--- src/bfx_ram.sv ---
// Generic single-write, single-read RAM with registered read data.
module bfx_ram #(
    parameter int WIDTH = 8,
    parameter int DEPTH = 16,
    localparam int AW = (DEPTH > 1) ? $clog2(DEPTH) : 1
) (
    input  logic             i_clk,
    input  logic             i_we,
    input  logic [AW-1:0]    i_waddr,
    input  logic [WIDTH-1:0] i_wdata,
    input  logic             i_re,
    input  logic [AW-1:0]    i_raddr,
    output logic [WIDTH-1:0] o_rdata
);

    logic [WIDTH-1:0] r_mem [DEPTH];
    logic [WIDTH-1:0] r_rdata;

    always_ff @(posedge i_clk) begin
        if (i_we) begin
            r_mem[i_waddr] <= i_wdata;
        end
        if (i_re) begin
            r_rdata <= r_mem[i_raddr];
        end
    end

    assign o_rdata = r_rdata;

endmodule

--- config.mk ---
export PLATFORM = sky130hd
export DESIGN_NAME = bfx_ram
export DESIGN_NICKNAME = d
export VERILOG_FILES = /design/src/bfx_ram.sv
export SDC_FILE = /design/constraint.sdc
export NUM_CORES = 1
export LEC_CHECK = 0
export BUFFER_PORTS_ARGS = -buffer_cell sky130_fd_sc_hd__buf_2
export CAP_MARGIN = 0
export CORE_MARGIN = 2
export CORE_UTILIZATION = 51
export CTS_CLUSTER_SIZE = 20
export DETAILED_ROUTE_END_ITERATION = 7
export HOLD_SLACK_MARGIN = 0.03
export PLACE_DENSITY = 0.68
export SLEW_MARGIN = 25
export SYNTH_ARGS = -nofsm -noshare
export SYNTH_HDL_FRONTEND = slang
export SYNTH_SLANG_ARGS = --single-unit
--- constraint.sdc ---
create_clock -name i_clk -period 2.15 [get_ports i_clk]
set_input_delay 0.43 -clock i_clk [delete_from_list [all_inputs] [get_ports i_clk]]
set_output_delay 0.43 -clock i_clk [all_outputs]
set_load 0.03 [all_outputs]
# --- After elaboration in Yosys (flattened, before gate mapping) ---
# Memories as Yosys holds them, arrays and structs flattened. A register that Yosys moved wholly into a read port is not among the register bits.
# Cells that the tools add are included.
# Widths: inputs -> output; s select.
totals:
  regBits: 0
  latch_bits: 0
  ram_bits: 128
  romBits: 0
  inputBits: 19
  output_inout_bits: 8
  wordCells: 3
  mem_count: 1
memory_table:
  columns: ["memory", "depth", "word_bits", "read_ports", "rd_ports_with_merged_regs", "wr", "line_no", "rtl"]
  rows:
  - ["r_mem", 16, 8, 1, 1, 1, "16", "logic [WIDTH-1:0] r_mem [DEPTH];"]
classes:
  addsub: 0
  mul: 0
  div: 0
  magnitude_cmp: 0
  eq_ne: 0
  n_shift: 0
  mux: 2
  bitwise: 0
  reduce_logical: 0
op_table:
  columns: ["cell", "count"]
  rows:
  - ["$mux 1", 2]

# --- Depth between registers and ports, before layout ---
depth:
  depth_word: 2
  ltp_mapped: 5
  mapped_depth_nobuf: 3

# --- Worst setup path after synthesis ---
# No wires, ideal clock.
synth_timing:
  path_type: "in2reg"
  start: "input i_waddr[2]"
  end: "memory r_mem[0][0] (enable)"
  setup_ps: 383
  t_arrival_ps: 1540
  required_ps: 1767
  setup_slack_ps: 227
  stages: 2
  path_buffers: 0
  path_cell_list: "or3b_2 -> nor3_1"
synth_rtl:
  columns: ["element", "line_no", "rtl"]
  rows:
  - ["from (decl)", "9", "input logic [AW-1:0] i_waddr,"]
  - ["to (decl)", "16", null]
# No word-level cell before the write port.

# --- Worst setup path in the final report ---
layout_timing:
  start: "register r_rdata[4] (netlist: o_rdata[4]), read port of r_mem"
  end: "output o_rdata[4]"
layout_rtl:
  columns: ["element", "line_no", "rtl"]
  rows:
  - ["from (decl)", "17", "logic [WIDTH-1:0] r_rdata;"]
  - ["to (decl)", "13", "output logic [WIDTH-1:0] o_rdata"]
# No word-level cell between the ends.

==> qor.yml <==
path_buf_inv: 1
netlist_area_mm2: 0.00523
antenna_found_initial: 0
yosysMostFrequentCell: "edfxtp_1"
cts_resized: 0
slew_viol_final: 0
port_buffers: 26
crit_chain: "buf_2"
yosysTopAreaCell: "edfxtp_1"
yosys_warnings: 0
grt-ovfl-total: 0
core-area_mm2: 0.00986
route.met2.wl_mm: 4.82
boundaryPins: 27
synth_seq_cells: 136
vias_per_cell: 5.70
drive_above_1_share_pct: 30.5
synth.avg_cell_area_um2: 22.8
final_nets: 305
fp.dieH_um: 105
skew_ps: 5.70
period_minus_slack_ps: 1590
gp_congestion: 0.743
fin_crit_sh_pct: 74.1
grt_start_max_net_pins: 21
cts_tree: "done"
clkTransAtPathRegs_ps: 60
synth.top_cell.area_share_pct: 78.1
drv_cap: 0
final_hold_viol_count: 0
r2r_cells: 3
slew_headroom_pct: 68.9
dr.pass1.iters: 4
synth_edf_count: 136
cts_root_buffer: "clkbuf_8"
die_w_um: 105
drt-wirelength-per-cell_um: 22.8
postCtsSetupBuffers: 0
clkSinkCount: 136
rr_startpoint: "r_mem[10][4]"
path_depth: 1
synth.cells.most_frequent: "edfxtp_1, mux4_2, a22oi_1"
slowest_delay_ps: 440
crit_required_ps: 1720
drt_iter0_drc: 183
syn_inst: 229
synthesis.nets: 248
cts_buffers: 17
crit_slowest_cell: "edfxtp_1"
reg2reg_slack_ps: 580
setup_violations: 0
wl_mm: 9.82
synthArstFlopShare_pct: 0
fmaxAchievable_ghz: 0.627
r2r_end: "o_rdata[4]"
routed.top_layer: "met4"
hold_start: "i_wdata[7]"
cp_max_fo: 1
htreeDepth: 4
area_growth_pct: 18.5
hold_buffers: 0
synth_ff_type: "edfxtp_1"
arrival_ps: 1160
remaining_drc_errors: 0
synth_seq_area_share_pct: 78.1
drt-met1-wl_mm: 4.42
antennaDiodeCount: 0
die_area_mm2: 0.0111
cts_max_path_buffers: 2
rsz0062_at_grt: "no"
synth.distinct_cells: 18
clkLatencyLatePin_ps: 510
fin_util_pct: 62.8
crit_start: "o_rdata[4]"
num_vias: 2456
ant_nets: 0
yosys-top-cells-area: "edfxtp_1, mux4_2, mux4_1"
path_class: "register to primary output"
status: "finished, final reports clean"
worst_slew_pin_slew_ps: 466
path_delay_family: "flip-flops"
num_rows: 36
tns_ps: 0
hpwl_mm: 6.29
power.density_mw_per_mm2: 969
wl_met3_um: 486
track_usage_pct: 19.3
leakage_nw: 2.10
ir_drop_mv: 0.557
critPathCaptureType: "primary output"
cp-start-kind: "register"
cp-endpoint: "o_rdata[4]"
min_path_type: "input port to register"
grt_pass1_wl_mm: 14.9
grt_pass1_vias: 2477
start_util_pct: 53.0
[report_power, final]
group	total, mW	switching, mW	internal, mW
clock	2.70	0.965	1.73
combinational	0.301	0.178	0.123
sequential	3.01	0.0167	2.99
total	6.00	1.16	4.84
[per-stage QoR]
step	total power [mW]	hold slack, ps	cells	instance area [µm²]	worst slack, ps
global route	6.19	287	431	6200	523
CTS	6.05	271	431	6200	524
global placement	3.36	727	400	5640	49.6
floorplan	3.23	529	229	5230	227
finish	6.00	303	431	6200	556
detailed placement	3.36	735	400	5640	60.3
[how the worst min path moves through the flow]
| stage | to | slack [ps] | cells after the start |
|---|---|---|---|
| 6_report | r_mem[11][7] | 300 | 1 |
| 5_1_grt | r_mem[11][7] | 290 | 1 |
| 4_1_cts | r_mem[4][5] | 270 | 1 |
| 3_5_place_dp | o_rdata[1] | 740 | 3 |
| 3_3_place_gp | o_rdata[1] | 730 | 3 |
| 2_1_floorplan | r_mem[0][0] | 530 | 0 |
[state kept, by name (all words and copies together) (netlist names)]
| signal | cells |
|---|---|
| o_rdata | 8 |
| r_mem | 128 |
[routing by layer]
metal,vias to the layer above,global-route usage (%)
met5,-,0
met4,0,6.57
met3,6,5.69
met2,75,29.4
met1,1282,27.0
li1,1093,-
[cells in the final DEF (no fill, tap or decap), types with 3 or more instances in the layout]
cell type    n
a22oi_1     16
buf_12       3
buf_2       26
buf_4       19
bufinv_16    3
clkbuf_16   16
clkinv_1     5
edfxtp_1   136
mux4_1      14
mux4_2      18
nand2_1      9
nor2_1      13
nor3_1       4
[logic make-up (layout without fill, tap and decap cells)]
group,Yosys count,after routing,share of synthesized area [%]
flip-flops,136,136,78.1
AND/OR/NAND/NOR,35,35,3.14
buffers and inverters,10,79,1.65
AO/OA/AOI/OAI,16,16,2.30
multiplexers,32,32,14.8
[area by class of cell]
| class | instances | area [µm²] |
|---|---|---|
| clock buffer | 19 | 422 |
| sequential | 136 | 4080 |
| clock inverter | 12 | 134 |
| multi-input combinational | 83 | 1060 |
| timing repair buffer | 48 | 333 |
| tap | 133 | 166 |
| fill | 668 | 3670 |
No activity file was read; power rests on OpenSTA's default activity.
